<file path="config.mk">
export PLATFORM = sky130hd
export DESIGN_NAME = divider_timer_with_reload_delay
export DESIGN_NICKNAME = d
export VERILOG_FILES = /design/src/sv/dtr_pkg.sv /design/src/sv/dtr_core.sv /design/src/sv/divider_timer_with_reload_delay.sv
export SDC_FILE = /design/constraint.sdc
export NUM_CORES = 1
export LEC_CHECK = 0
export BUFFER_PORTS_ARGS = -buffer_cell sky130_fd_sc_hd__buf_2
export CELL_PAD_IN_SITES_DETAIL_PLACEMENT = 1
export CELL_PAD_IN_SITES_GLOBAL_PLACEMENT = 1
export CORE_UTILIZATION = 35
export CTS_CLUSTER_DIAMETER = 150
export DETAILED_ROUTE_END_ITERATION = 16
export PLACE_DENSITY = 0.62
export SYNTH_ARGS = -nofsm -noshare
export SYNTH_HDL_FRONTEND = slang
export SYNTH_SLANG_ARGS = --single-unit
</file>
<file path="constraint.sdc">
create_clock -name clk -period 8.4 [get_ports clk]
set_clock_uncertainty 0.15 [all_clocks]
set_input_delay 0.84 -clock clk [delete_from_list [all_inputs] [get_ports clk]]
set_output_delay 0.84 -clock clk [all_outputs]
set_load 0.05 [all_outputs]
</file>
<file path="src/sv/dtr_pkg.sv">
// Shared types, codes and helpers for the divider timer with reload delay.
// Used by dtr_core and divider_timer_with_reload_delay; no dependencies.
package dtr_pkg;

	// Operation codes
	localparam logic [1:0] OP_TICK  = 2'd0;
	localparam logic [1:0] OP_WRITE = 2'd1;
	localparam logic [1:0] OP_READ  = 2'd2;

	// Register select codes
	localparam logic [1:0] REG_DIV  = 2'd0;
	localparam logic [1:0] REG_CNT  = 2'd1;
	localparam logic [1:0] REG_MOD  = 2'd2;
	localparam logic [1:0] REG_CTRL = 2'd3;

	// Overflow phase milestones
	localparam logic [2:0] PHASE_IRQ    = 3'd4;
	localparam logic [2:0] PHASE_RELOAD = 3'd5;
	localparam logic [2:0] PHASE_LAST   = 3'd6;

	// Control register enable bit
	localparam int CTRL_EN_BIT = 2;

	// Bus widths
	localparam int S_TDATA_W = 8;
	localparam int S_TUSER_W = 4;
	localparam int M_TDATA_W = 16;

	typedef struct packed {
		logic [7:0] write_data;
		logic [1:0] reg_select;
		logic [1:0] operation;
	} item_t;

	typedef struct packed {
		logic       timer_interrupt;
		logic [7:0] read_data;
	} result_t;

	// Divider bit position for a control select code, doubled in double speed
	function automatic logic [4:0] sel_pos(input logic [1:0] sel, input logic dbl);
		logic [4:0] base;
		case (sel)
			2'd0:    base = 5'd9;
			2'd1:    base = 5'd3;
			2'd2:    base = 5'd5;
			default: base = 5'd7;
		endcase
		sel_pos = dbl ? {base[3:0], 1'b0} : base;
	endfunction

	// Selected divider bit; a position above fifteen reads as zero
	function automatic logic div_bit(input logic [15:0] div, input logic [4:0] pos);
		div_bit = pos[4] ? 1'b0 : div[pos[3:0]];
	endfunction

endpackage

</file>
<file path="src/sv/dtr_core.sv">
// Timer state and per-item update: divider, counter, modulo, control,
// edge detector and overflow phase. Depends on dtr_pkg.
module dtr_core (
	input  logic             clk,
	input  logic             arst_n,
	input  logic             step_en,
	input  logic             double_speed,
	input  dtr_pkg::item_t   item,
	output dtr_pkg::result_t result
);
	import dtr_pkg::*;

	logic [15:0] div_q;
	logic [7:0]  cnt_q;
	logic [7:0]  mod_q;
	logic [7:0]  ctrl_q;
	logic        prev_bit_q;
	logic        ovf_pending_q;
	logic [2:0]  ovf_phase_q;

	logic        is_tick, is_write, is_read;
	logic [15:0] div_new;
	logic        run_edge, sel_bit, fall;
	logic [7:0]  cnt_inc;
	logic        wrap;
	logic [7:0]  cnt_a;
	logic        pend_a;
	logic [2:0]  ph_a, ph_b;
	logic [7:0]  cnt_d, mod_d, ctrl_d;
	logic        pend_d, prev_d;
	logic [2:0]  ph_d;
	logic        irq;
	logic [7:0]  rd;

	assign is_tick  = (item.operation == OP_TICK);
	assign is_write = (item.operation == OP_WRITE);
	assign is_read  = (item.operation == OP_READ);

	// Advance or clear the divider and run edge detection on the chosen bit
	assign run_edge = is_tick || (is_write && item.reg_select == REG_DIV);
	assign div_new  = is_tick ? div_q + 16'd1 : (run_edge ? 16'd0 : div_q);
	assign sel_bit  = div_bit(div_new, sel_pos(ctrl_q[1:0], double_speed))
		&& ctrl_q[CTRL_EN_BIT];
	assign fall     = run_edge && !sel_bit && prev_bit_q;
	assign cnt_inc  = cnt_q + 8'd1;
	assign wrap     = fall && (cnt_inc == 8'd0);
	assign cnt_a    = fall ? cnt_inc : cnt_q;
	assign pend_a   = ovf_pending_q || wrap;
	assign ph_a     = wrap ? 3'd0 : ovf_phase_q;
	assign ph_b     = ph_a + 3'd1;
	assign prev_d   = run_edge ? sel_bit : prev_bit_q;

	// Resolve next state for the item
	always_comb begin
		cnt_d  = cnt_a;
		mod_d  = mod_q;
		ctrl_d = ctrl_q;
		pend_d = pend_a;
		ph_d   = ph_a;
		irq    = 1'b0;
		if (is_tick && pend_a) begin
			ph_d = ph_b;
			if (ph_b == PHASE_IRQ) begin
				irq = 1'b1;
			end else if (ph_b == PHASE_RELOAD) begin
				cnt_d = mod_q;
			end else if (ph_b == PHASE_LAST) begin
				cnt_d  = mod_q;
				pend_d = 1'b0;
				ph_d   = 3'd0;
			end
		end
		if (is_write) begin
			case (item.reg_select)
				REG_CNT: begin
					if (ovf_phase_q < PHASE_RELOAD) begin
						cnt_d  = item.write_data;
						pend_d = 1'b0;
						ph_d   = 3'd0;
					end
				end
				REG_MOD:  mod_d  = item.write_data;
				REG_CTRL: ctrl_d = item.write_data;
				default: ;
			endcase
		end
	end

	// Select read byte
	always_comb begin
		rd = 8'd0;
		if (is_read) begin
			case (item.reg_select)
				REG_DIV: rd = div_q[15:8];
				REG_CNT: rd = cnt_q;
				REG_MOD: rd = mod_q;
				default: rd = ctrl_q;
			endcase
		end
	end

	assign result.read_data       = rd;
	assign result.timer_interrupt = irq;

	// Commit state on each processed item
	always_ff @(posedge clk or negedge arst_n) begin
		if (!arst_n) begin
			div_q         <= 16'd0;
			cnt_q         <= 8'd0;
			mod_q         <= 8'd0;
			ctrl_q        <= 8'd0;
			prev_bit_q    <= 1'b0;
			ovf_pending_q <= 1'b0;
			ovf_phase_q   <= 3'd0;
		end else if (step_en) begin
			div_q         <= div_new;
			cnt_q         <= cnt_d;
			mod_q         <= mod_d;
			ctrl_q        <= ctrl_d;
			prev_bit_q    <= prev_d;
			ovf_pending_q <= pend_d;
			ovf_phase_q   <= ph_d;
		end
	end

	a_phase_needs_pending: assert property (@(posedge clk) disable iff (!arst_n)
		ovf_phase_q != 3'd0 |-> ovf_pending_q)
		else $error("overflow phase running without pending overflow");

	a_phase_bound: assert property (@(posedge clk) disable iff (!arst_n)
		ovf_phase_q <= PHASE_LAST)
		else $error("overflow phase past its last step");

	a_irq_phase: assert property (@(posedge clk) disable iff (!arst_n)
		step_en && irq |=> ovf_pending_q && ovf_phase_q == PHASE_IRQ)
		else $error("interrupt raised outside phase four");

endmodule

</file>
<file path="src/sv/divider_timer_with_reload_delay.sv">
// Divider timer with reload delay: input stage, timer core, result register.
// Depends on dtr_pkg and dtr_core.
// An accepted item is registered in the input stage; its result is then registered in the result register.
// Throughput: one item per cycle while m_tready does not stall; dtr_core updates its state per item.
// Input and result registers form a two-stage pipe that stalls only on m_tready.
// Reset clears all timer state, double_speed and both stage valid flags.
module divider_timer_with_reload_delay (
	input  logic                           clk,
	input  logic                           arst_n,
	input  logic                           s_tvalid,
	output logic                           s_tready,
	input  logic [dtr_pkg::S_TDATA_W-1:0]  s_tdata,  // [7:0] write_data
	input  logic [dtr_pkg::S_TUSER_W-1:0]  s_tuser,  // [1:0] operation, [3:2] reg_select
	output logic                           m_tvalid,
	input  logic                           m_tready,
	output logic [dtr_pkg::M_TDATA_W-1:0]  m_tdata,  // [7:0] read_data, [8] timer_interrupt
	input  logic                           cfg_valid,
	output logic                           cfg_ready,
	input  logic                           cfg_data
);
	import dtr_pkg::*;

	logic    valid_s1;
	item_t   item_s1;
	logic    out_valid_q;
	result_t result_q;
	result_t core_result;
	logic    advance;
	logic    double_speed_q;

	assign advance   = valid_s1 && (!out_valid_q || m_tready);
	assign s_tready  = !valid_s1 || advance;
	assign cfg_ready = 1'b1;

	// Hold configuration
	always_ff @(posedge clk or negedge arst_n) begin
		if (!arst_n) begin
			double_speed_q <= 1'b0;
		end else if (cfg_valid) begin
			double_speed_q <= cfg_data;
		end
	end

	// Capture input item
	always_ff @(posedge clk or negedge arst_n) begin
		if (!arst_n) begin
			valid_s1 <= 1'b0;
		end else if (s_tready) begin
			valid_s1 <= s_tvalid;
		end
	end

	always_ff @(posedge clk) begin
		if (s_tready && s_tvalid) begin
			item_s1.operation  <= s_tuser[1:0];
			item_s1.reg_select <= s_tuser[3:2];
			item_s1.write_data <= s_tdata[7:0];
		end
	end

	dtr_core u_core (
		.clk          (clk),
		.arst_n       (arst_n),
		.step_en      (advance),
		.double_speed (double_speed_q),
		.item         (item_s1),
		.result       (core_result)
	);

	// Hold result until taken
	always_ff @(posedge clk or negedge arst_n) begin
		if (!arst_n) begin
			out_valid_q <= 1'b0;
		end else if (advance) begin
			out_valid_q <= 1'b1;
		end else if (m_tready) begin
			out_valid_q <= 1'b0;
		end
	end

	always_ff @(posedge clk) begin
		if (advance) begin
			result_q <= core_result;
		end
	end

	assign m_tvalid = out_valid_q;
	assign m_tdata  = {7'd0, result_q.timer_interrupt, result_q.read_data};

endmodule
</file>
# == Yosys cells after proc, flatten, opt, wreduce, memory -nomap -nowiden ==
# Cells that the tools add are included.
# word_totals
reg_bits,69
inputBits,18
wordCells,87
# classes
add_sub_neg,3
n_lt_le_gt_ge,2
n_eq_ne,10
muxes,34
n_reduce_logical,23
# ops
operator,n
2-to-1 mux 8 bit,8
2-to-1 mux 16 bit,2
2-to-1 mux 3 bit,8
one-hot mux 8 bit (3 select lines),1
adder 16 x 1 -> 16 bit (second input constant),1
2-to-1 mux 1 bit,12
one-hot mux 4 bit (3 select lines),1
equality test 3 bit (second input constant),3
adder 8 x 1 -> 8 bit (second input constant),1
equality test 2 bit (second input constant),4
logical AND 1 bit,8
zero test 8 bit,1
equality test 2 x 1 -> 1 bit (second input constant),3
zero test 2 bit,3
AND reduction 3 bit,2
< comparator 4 x 5 -> 1 bit (second input constant),1
2-to-1 mux 5 bit,1
binary-select mux 1 bit (select 4 bit),1
logical OR 1 bit,4
adder 3 x 1 -> 3 bit (second input constant),1
zero test 1 bit,3
< comparator 3 bit (second input constant),1
AND reduction 2 bit,1
nonzero test 2 bit,1

# == Depth between registers and ports, before layout ==
# Gate-level depths: netlist of the first run.
# depth
word_depth,23
depth_mapped,18

# == By module ==
# A second synthesis of the first run with hierarchy kept.
# unflattened
cells_unflattened,396
area_unflattened_um2,4141.5
# modules_own_cells
module,instances,cells_per_inst,area_each_um2
dtr_core,1,355,3303.2
divider_timer_with_reload_delay,1,41,838.3

# == Worst setup path before layout of the first run ==
# OpenSTA, ideal clock, no wires.
# synth_path
path_kind,register to register
start,register u_core.div_q[0]
end,register u_core.cnt_q[4]
setup_ps,145
arrival_ps,3851
required_time_ps,8105
setup_slack_ps,4254
path_stages_with_launch,16
n_path_buf,0
period_less_slack_ps,4146
cell_sequence,dfrtp_1 ha_1 nand4bb_1 nor4_1 mux2_2 a221o_1 o21a_1 o211ai_1 nand2_1 inv_1 ha_1 nor2_1 and4_4 nor3_4 mux2i_1 o221ai_2
# synth_via
elab_chain_len,20
elab_cells_between_ends,26
# synth_rtl
element,line,source
from (decl),dtr_core.sv:13,logic [15:0] div_q;
from (signal assigned),dtr_core.sv:116,div_q <= div_new;
adder 16 x 1 -> 16 bit / 2-to-1 mux 16 bit (equally long branches),dtr_core.sv:41,assign div_new = is_tick ? div_q + 16'd1 : (run_edge ? 16'd0 : div_q);
2-to-1 mux 16 bit (*),dtr_core.sv:41,
binary-select mux 1 bit (select 4 bit) (*),dtr_pkg.sv:54,div_bit = pos[4] ? 1'b0 : div[pos[3:0]];
2-to-1 mux 1 bit (not written as such) (*),dtr_pkg.sv:54,
2-to-1 mux 1 bit (*),dtr_pkg.sv:54,
logical AND 1 bit (*),dtr_core.sv:43,&& ctrl_q[CTRL_EN_BIT];
zero test 1 bit (*),dtr_core.sv:44,assign fall = run_edge && !sel_bit && prev_bit_q;
logical AND 1 bit (*) (2 in series),dtr_core.sv:44,
(+3 left out),n/a,
equality test 3 bit,dtr_core.sv:67,end else if (ph_b == PHASE_LAST) begin
2-to-1 mux 8 bit,dtr_core.sv:67,
2-to-1 mux 8 bit,dtr_core.sv:65,end else if (ph_b == PHASE_RELOAD) begin
2-to-1 mux 8 bit,dtr_core.sv:63,if (ph_b == PHASE_IRQ) begin
2-to-1 mux 8 bit (*),dtr_core.sv:61,if (is_tick && pend_a) begin
2-to-1 mux 8 bit,dtr_core.sv:76,if (ovf_phase_q < PHASE_RELOAD) begin
2-to-1 mux 8 bit,dtr_core.sv:74,case (item.reg_select)
2-to-1 mux 8 bit (*),dtr_core.sv:73,if (is_write) begin
to (signal assigned),dtr_core.sv:117,cnt_q <= cnt_d;
to (decl),dtr_core.sv:14,logic [7:0] cnt_q;
# Every way passes the cells marked *; elsewhere a longest branch is shown, timed or not. The select of a mux whose other input is x is not followed.
# A chain may end at the register's enable or synchronous reset.

# == Worst setup path after layout of the first run ==
# layout_path
start,register item_s1[1] (netlist bit)
end,register u_core.cnt_q[0]
# layout_via
elab_chain_len,23
elab_cells_between_ends,29
# layout_rtl
element,line,source
from (decl),divider_timer_with_reload_delay.sv:24,item_t item_s1;
equality test 2 x 1 -> 1 bit,dtr_core.sv:36,assign is_write = (item.operation == OP_WRITE);
logical AND 1 bit,dtr_core.sv:40,assign run_edge = is_tick || (is_write && item.reg_select == REG_DIV);
logical OR 1 bit,dtr_core.sv:40,
2-to-1 mux 16 bit (2 in series),dtr_core.sv:41,
binary-select mux 1 bit (select 4 bit),dtr_pkg.sv:54,
2-to-1 mux 1 bit (not written as such),dtr_pkg.sv:54,
2-to-1 mux 1 bit,dtr_pkg.sv:54,
logical AND 1 bit,dtr_core.sv:43,
(+6 left out),n/a,
equality test 3 bit,dtr_core.sv:67,
2-to-1 mux 8 bit,dtr_core.sv:67,
2-to-1 mux 8 bit,dtr_core.sv:65,
2-to-1 mux 8 bit,dtr_core.sv:63,
2-to-1 mux 8 bit,dtr_core.sv:61,
2-to-1 mux 8 bit,dtr_core.sv:76,
2-to-1 mux 8 bit,dtr_core.sv:74,
2-to-1 mux 8 bit (*),dtr_core.sv:73,
# Marked as above.

==> metrics.yaml, run 1 <==
whs_ps: 345.7
slew_headroom_pct: 49.41
finalSetupViolCount: 0
netlist_top_cells_count: "dfrtp_1, nand2_1, o21ai_0"
critPathMaxStageDelay_ps: 570
n_fill_cell: 1290
clockRootBuffer: "clkbuf_16"
cts_hold_buf: 0
fin_crit_sh_pct: 59.81
power.total_mw: 1.069
cp_top_family: "simple AND/OR/NAND/NOR gates"
wirelength_mm: 11.45
wire_per_inst_um: 20.20
max-vdd-ir-drop_v: 0.0001151
grt_max_degree: 49
ant_nets: 0
slowest_stage: "edfxtp_1"
grt_pass1_wl_mm: 19.04
drive_above_1_share_pct: 20.99
ctsResizeCount: 0
synth_edf_count: 21
post_cts_buffers: 0
multiInputGateArea_um2: 2155
fin_util_pct: 40.60
start_kind: "register"
dieArea_um2: 12280
fmax_mhz: 199.1
clockBufferDepth: 2
crit_arrival_ps: 5060
cap_viol_max_count: 0
avgSynthCellArea_um2: 10.44
vias: 3286
required_ps: 8440
power.share.clock_pct: 33.0
dpl.hpwl_mm: 7.913
cp-end-kind: "register"
p_seq_share_pct: 44.6
synth_area_um2: 4145
worstSkewPairLatency_ps: 340
path_max_fanout: 14
coreArea_um2: 11470
gr-total-overflow: 0
num_io_pins: 37
synth_area_leaders: "dfrtp_1, edfxtp_1, mux2_2"
grt_pass1_vias: 3510
synth_seq_cells: 69
synth_top_area_share_pct: 28.98
htree_levels: 3
gp_congestion: 0.8415
p_sw_mw: 0.3631
io_buffers: 28
p_per_area_nw_per_um2: 229.6
vias_per_cell: 5.795
swShare_pct: 33.97
antenna_found_initial: 1
die_h_um: 110.8
yosysWarnings: 0
regArea_um2: 1832
drtIter0Drc: 120
clock_sinks: 69
ys_seq_area_share_pct: 44.19
hold_class: "register to register"
p_leak_nw: 1.892
synth_cell_types: 71
synth_area_leader_cell: "dfrtp_1"
finalHoldViolCount: 0
cts_tree: "yes"
crit_chain: "nand4bb_1, nor4_1, mux2_2, a221o_1, o21a_1, o211ai_1, nand2_1, inv_1, ha_1, nor2_1, and4_4, nor3_4, mux2i_1, o22ai_1"
finalSetupTns_ps: 0
critPathKind: "register to register"
outcome: "finished, final reports clean"
syn-instance-count: 397
dp.cells: 551
clk_pin_slew_ps: 60
critPathBufInv: 1
slew_viol_final: 0
synth_ff_type: "dfrtp_1"
rsz0062_at_grt: "no"
die_w_um: 110.8
antenna_cells: 0
num_rows: 39
synthArstFlopShare_pct: 69.57
grt_usage_pct: 20.04
synthToLayoutAreaGrowth_pct: 12.32
dr.pass1.iters: 4
cell_internal_pwr_mw: 0.7060
synth.most_common_cell: "dfrtp_1"
route.detailed.drc: 0
start_util_pct: 36.15
instances_no_fill: 567
nNetsFinal: 444
cts_buffers: 9
final_period_minus_worst_setup_slack_ps: 5024
worst_pin_slew_ps: 757.0
p_comb_share_pct: 22.4
## state kept, by name, summed over array words and instances, names as in the netlist
signal / flops
u_core.ctrl_q: 8
double_speed_q: 1
valid_s1: 1
u_core.mod_q: 8
u_core.prev_bit_q: 1
u_core.ovf_pending_q: 1
m_tdata: 9
m_tvalid: 1
u_core.ovf_phase_q: 3
item_s1: 12
u_core.div_q: 16
u_core.cnt_q: 8
## cell type report
type                    count  area share [%]
inverters                  12          0.9675
multi-input cells         294           46.28
well taps                 143           3.843
clock inverters             6          0.8331
clock buffers              10           4.918
flip-flops and latches     69           39.34
repair buffers             33           3.816
## through the flow
step / instance area [um2] / setup WS (ps)
finish: 4656 / 3376
floorplan: 4168 / 4254
detailed placement: 4388 / 3475
CTS: 4656 / 3367
global placement: 4388 / 3627
global route: 4656 / 3011
## logic make-up (layout without fill, tap and decap cells)
| kind of cell | count (synthesis) | after routing | synth area share (%) |
|---|---|---|---|
| muxes | 38 | 38 | 12.16 |
| AOI/OAI and AO/OA | 101 | 101 | 16.69 |
| adders and majority gates | 7 | 7 | 2.113 |
| and+or+nand+nor | 130 | 130 | 18.17 |
| DFF | 69 | 69 | 44.19 |
| other | 2 | 8 | 0.1812 |
| buffers and inverters | 40 | 61 | 4.377 |
| xor gates and xnor gates | 10 | 10 | 2.113 |
## final timing paths
kind	cells after the start	endpoint	start	slack (ps)
max in group asynchronous	2	u_core.ovf_phase_q[0]$_DFFE_PN0P_	arst_n	7150
min in group asynchronous	2	u_core.div_q[4]$_DFFE_PN0P_	arst_n	450
max reg2reg	14	u_core.cnt_q[0]$_DFFE_PN0P_	item_s1[1]$_DFFE_PP_	3380
max	14	u_core.cnt_q[0]$_DFFE_PN0P_	item_s1[1]$_DFFE_PP_	3380
min	1	m_tvalid$_DFFE_PN0P_	valid_s1$_DFFE_PN0N_	350
min reg2reg	1	m_tvalid$_DFFE_PN0P_	valid_s1$_DFFE_PN0N_	350
## power by group through the flow
stage / sequential [mW] / clock (mW) / combinational (mW)
5_1_grt: 0.488 / 0.376 / 0.264
2_1_floorplan: 0.456 / 0 / 0.195
3_3_place_gp: 0.479 / 0 / 0.233
4_1_cts: 0.476 / 0.365 / 0.242
6_report: 0.477 / 0.353 / 0.240
3_5_place_dp: 0.482 / 0 / 0.240
## cells in the final DEF, fill, tap and decap left out, types with 11 or more instances in the layout
master    count
buf_2        28
nor2_1       15
o21ai_0      26
nor2b_1      11
edfxtp_1     21
mux2_2       19
dfrtp_1      48
mux2i_1      11
nand2_1      34
a21oi_1      18
inv_1        12
## layer usage
metal	part of all wire, %	global-route usage [%]	vias to the layer above
li1	-	-	1519
met1	45	25.46	1707
met2	50	33.42	42
met3	2.6	4.319	16
met4	1.7	7.378	2
met5	0.11	0	-
## worst register-to-register path, stage by stage, from the launching register on
cell	delay (ps)
edfxtp_1	570
nand4bb_1	370
nor4_1	550
mux2_2	400
a221o_1	360
o21a_1	270
o211ai_1	420
nand2_1	180
inv_1	130
ha_1	300
nor2_1	90
and4_4	200
nor3_4	490
mux2i_1	290
o22ai_1	110
Power figures use the tool's default switching activity.
==> run 2, diff against run 1 <==
==> constraint.sdc (replaced) <==
create_clock -name clk -period 4.9 [get_ports clk]
set_clock_uncertainty 0.15 [all_clocks]
set_input_delay 0.49 -clock clk [delete_from_list [all_inputs] [get_ports clk]]
set_output_delay 0.49 -clock clk [all_outputs]
set_load 0.05 [all_outputs]
==> run 2 against run 1 <==
Global-route usage down 0.58 points. Final cell count up 1.4%. Sequential power up 70%. Critical path type unchanged. Largest cell class unchanged. Largest power group unchanged. Highest routed layer is now met4.
==> metrics.yaml, run 2 (synthesized netlist as in run 1, its figures left out) <==
start_kind: "register"
p_per_area_nw_per_um2: 405.9  # +77%
p_seq_share_pct: 41.7  # -2.9 points
critPathKind: "register to register"
slew_headroom_pct: 39.71  # -9.7 points
die_w_um: 110.8  # unchanged
gp_congestion: 0.8584  # +2.0%
worst_pin_slew_ps: 899.4  # +142.5 ps
whs_ps: 98.19  # -247.5 ps
swShare_pct: 31.45  # -2.5 points
vias: 3286  # unchanged
clockBufferDepth: 2  # unchanged
wirelength_mm: 11.24  # -1.9%
fin_crit_sh_pct: 93.62  # +34 points
die_h_um: 110.8  # unchanged
hold_class: "input port to asynchronous set/reset pin"
final_period_minus_worst_setup_slack_ps: 4587  # -436.4 ps
nNetsFinal: 452  # +1.8%
htree_levels: 3  # unchanged
grt_max_degree: 49  # unchanged
dr.pass1.iters: 4  # unchanged
p_leak_nw: 1.960  # +3.6%
clock_sinks: 69  # unchanged
dpl_cell_area_um2: 4446  # +1.3%
start_util_pct: 36.15  # unchanged
instances_no_fill: 575  # +1.4%
regMostFlops: "u_core.div_q"
cap_viol_max_count: 0  # unchanged
outcome: "finished, final reports clean"
max-vdd-ir-drop_v: 0.0002421  # +110%
p_comb_share_pct: 21.8  # -0.6 points
clockRootBuffer: "clkbuf_16"
antenna_found_initial: 0  # -1
grt_pass1_vias: 3462  # -1.4%
fin_area_um2: 4785  # +2.8%
worstSkewPairLatency_ps: 340  # about the same
crit_arrival_ps: 4630  # -430 ps
synthToLayoutAreaGrowth_pct: 15.42
fmax_mhz: 218.0  # +9.5%
cts_hold_buf: 0  # unchanged
grt_usage_pct: 19.45  # -0.58 points
route.detailed.drc: 0  # unchanged
gr-total-overflow: 0  # unchanged
coreArea_um2: 11470  # unchanged
p_sw_mw: 0.6108  # +68%
slew_viol_final: 0  # unchanged
io_buffers: 28  # unchanged
grt_pass1_wl_mm: 18.49  # -2.9%
num_io_pins: 37  # unchanged
num_rows: 39  # unchanged
drive_above_1_share_pct: 23.38  # +2.4 points
finalSetupViolCount: 0  # unchanged
final_cell_mix: "dfrtp_1, nand2_1, buf_2"
path_max_fanout: 8  # -6
dp.cells: 558  # +1.3%
n_fill_cell: 1271  # -1.5%
dpl.hpwl_mm: 7.739  # -2.2%
wire_per_inst_um: 19.54  # -3.2%
cell_internal_pwr_mw: 1.331  # +89%
ant_nets: 0  # unchanged
drtIter0Drc: 174  # +45%
clk_pin_slew_ps: 60  # about the same
final_common_cell: "dfrtp_1"
cts_tree: "yes"
vias_per_cell: 5.715  # -1.4%
cp-end-kind: "register"
cts_buffers: 9  # unchanged
finalHoldViolCount: 0  # unchanged
required_ps: 4940  # -3500 ps
antenna_cells: 0  # unchanged
largest_reg_flops: 16  # unchanged
dieArea_um2: 12280  # unchanged
power.share.clock_pct: 36.5  # +3.5 points
==> run 2: repair_timing <==
action | in CTS | in global routing
hold endpoints to repair | 0 | 0
resized for setup | 0 | 1
setup endpoints to repair | 0 | 8
setup buffers | 0 | 1
==> run 2: layout make-up <==
type	count	area (um2)	share of cell area (%)
clock inverter	6	86.33	1.804
timing repair buffer	41	237.7	4.969
inverter	12	45.04	0.9414
multi-input combinational	294	2166	45.27
tap	143	178.9	3.740
clock buffer	10	239.0	4.995
sequential	69	1832	38.28
==> run 2: routing by layer <==
metal  GRT usage, %  vias to the layer above  routed length, um
met2          31.80                       60               5433
met1          25.17                     1673               5203
met3          3.937                       18                358
li1               -                     1535                  -
met4          7.822                        0                242
met5              0                        -                  0
==> run 2: worst paths after layout <==
kind	from	endpoint	slack (ps)	cells after the start
hold / removal	arst_n	u_core.div_q[3]$_DFFE_PN0P_	100	2
setup reg to reg	u_core.div_q[0]$_DFFE_PN0P_	u_core.cnt_q[4]$_DFFE_PN0P_	310	17
setup / recovery	u_core.div_q[0]$_DFFE_PN0P_	u_core.cnt_q[4]$_DFFE_PN0P_	310	17
max in group asynchronous	arst_n	u_core.prev_bit_q$_DFFE_PN0P_	4030	2
min in group clk	s_tdata[7]	item_s1[11]$_DFFE_PP_	170	1
hold reg to reg	valid_s1$_DFFE_PN0N_	m_tvalid$_DFFE_PN0P_	340	1
==> run 2: through the flow <==
step	TNS [ps]	util, %	setup slack (ps)	power [mW]
2_1_floorplan	0	-	753.8	1.116
5_1_grt	-21.15	41.72	-21.15	2.035
3_3_place_gp	0	38.77	494.8	1.225
4_1_cts	0	41.60	247.8	1.967
6_report	0	41.72	312.7	1.942
3_5_place_dp	0	38.77	268.3	1.242
==> run 2: critical path, stage by stage, from the launching register on <==
cell and delay [ps]:
dfrtp_1 450, ha_1 240, nand4bb_1 200, nor4_2 430
mux2_2 380, a221o_1 340, o21a_1 260, o211ai_1 390
nand2_1 140, inv_1 120, ha_1 180, nor2_1 50
nor3_1 280, and4_1 310, nor3_4 40, buf_4 180
mux2i_1 190, o221ai_2 110
==> run 2: power by group through the flow <==
stage                     Clock, mW  Combinational, mW  Sequential [mW]
final                         0.709              0.423            0.810
after global routing          0.746              0.463            0.827
after CTS                     0.731              0.427            0.808
after detailed placement          0              0.424            0.818
after global placement            0              0.414            0.812
after floorplan                   0              0.335            0.781
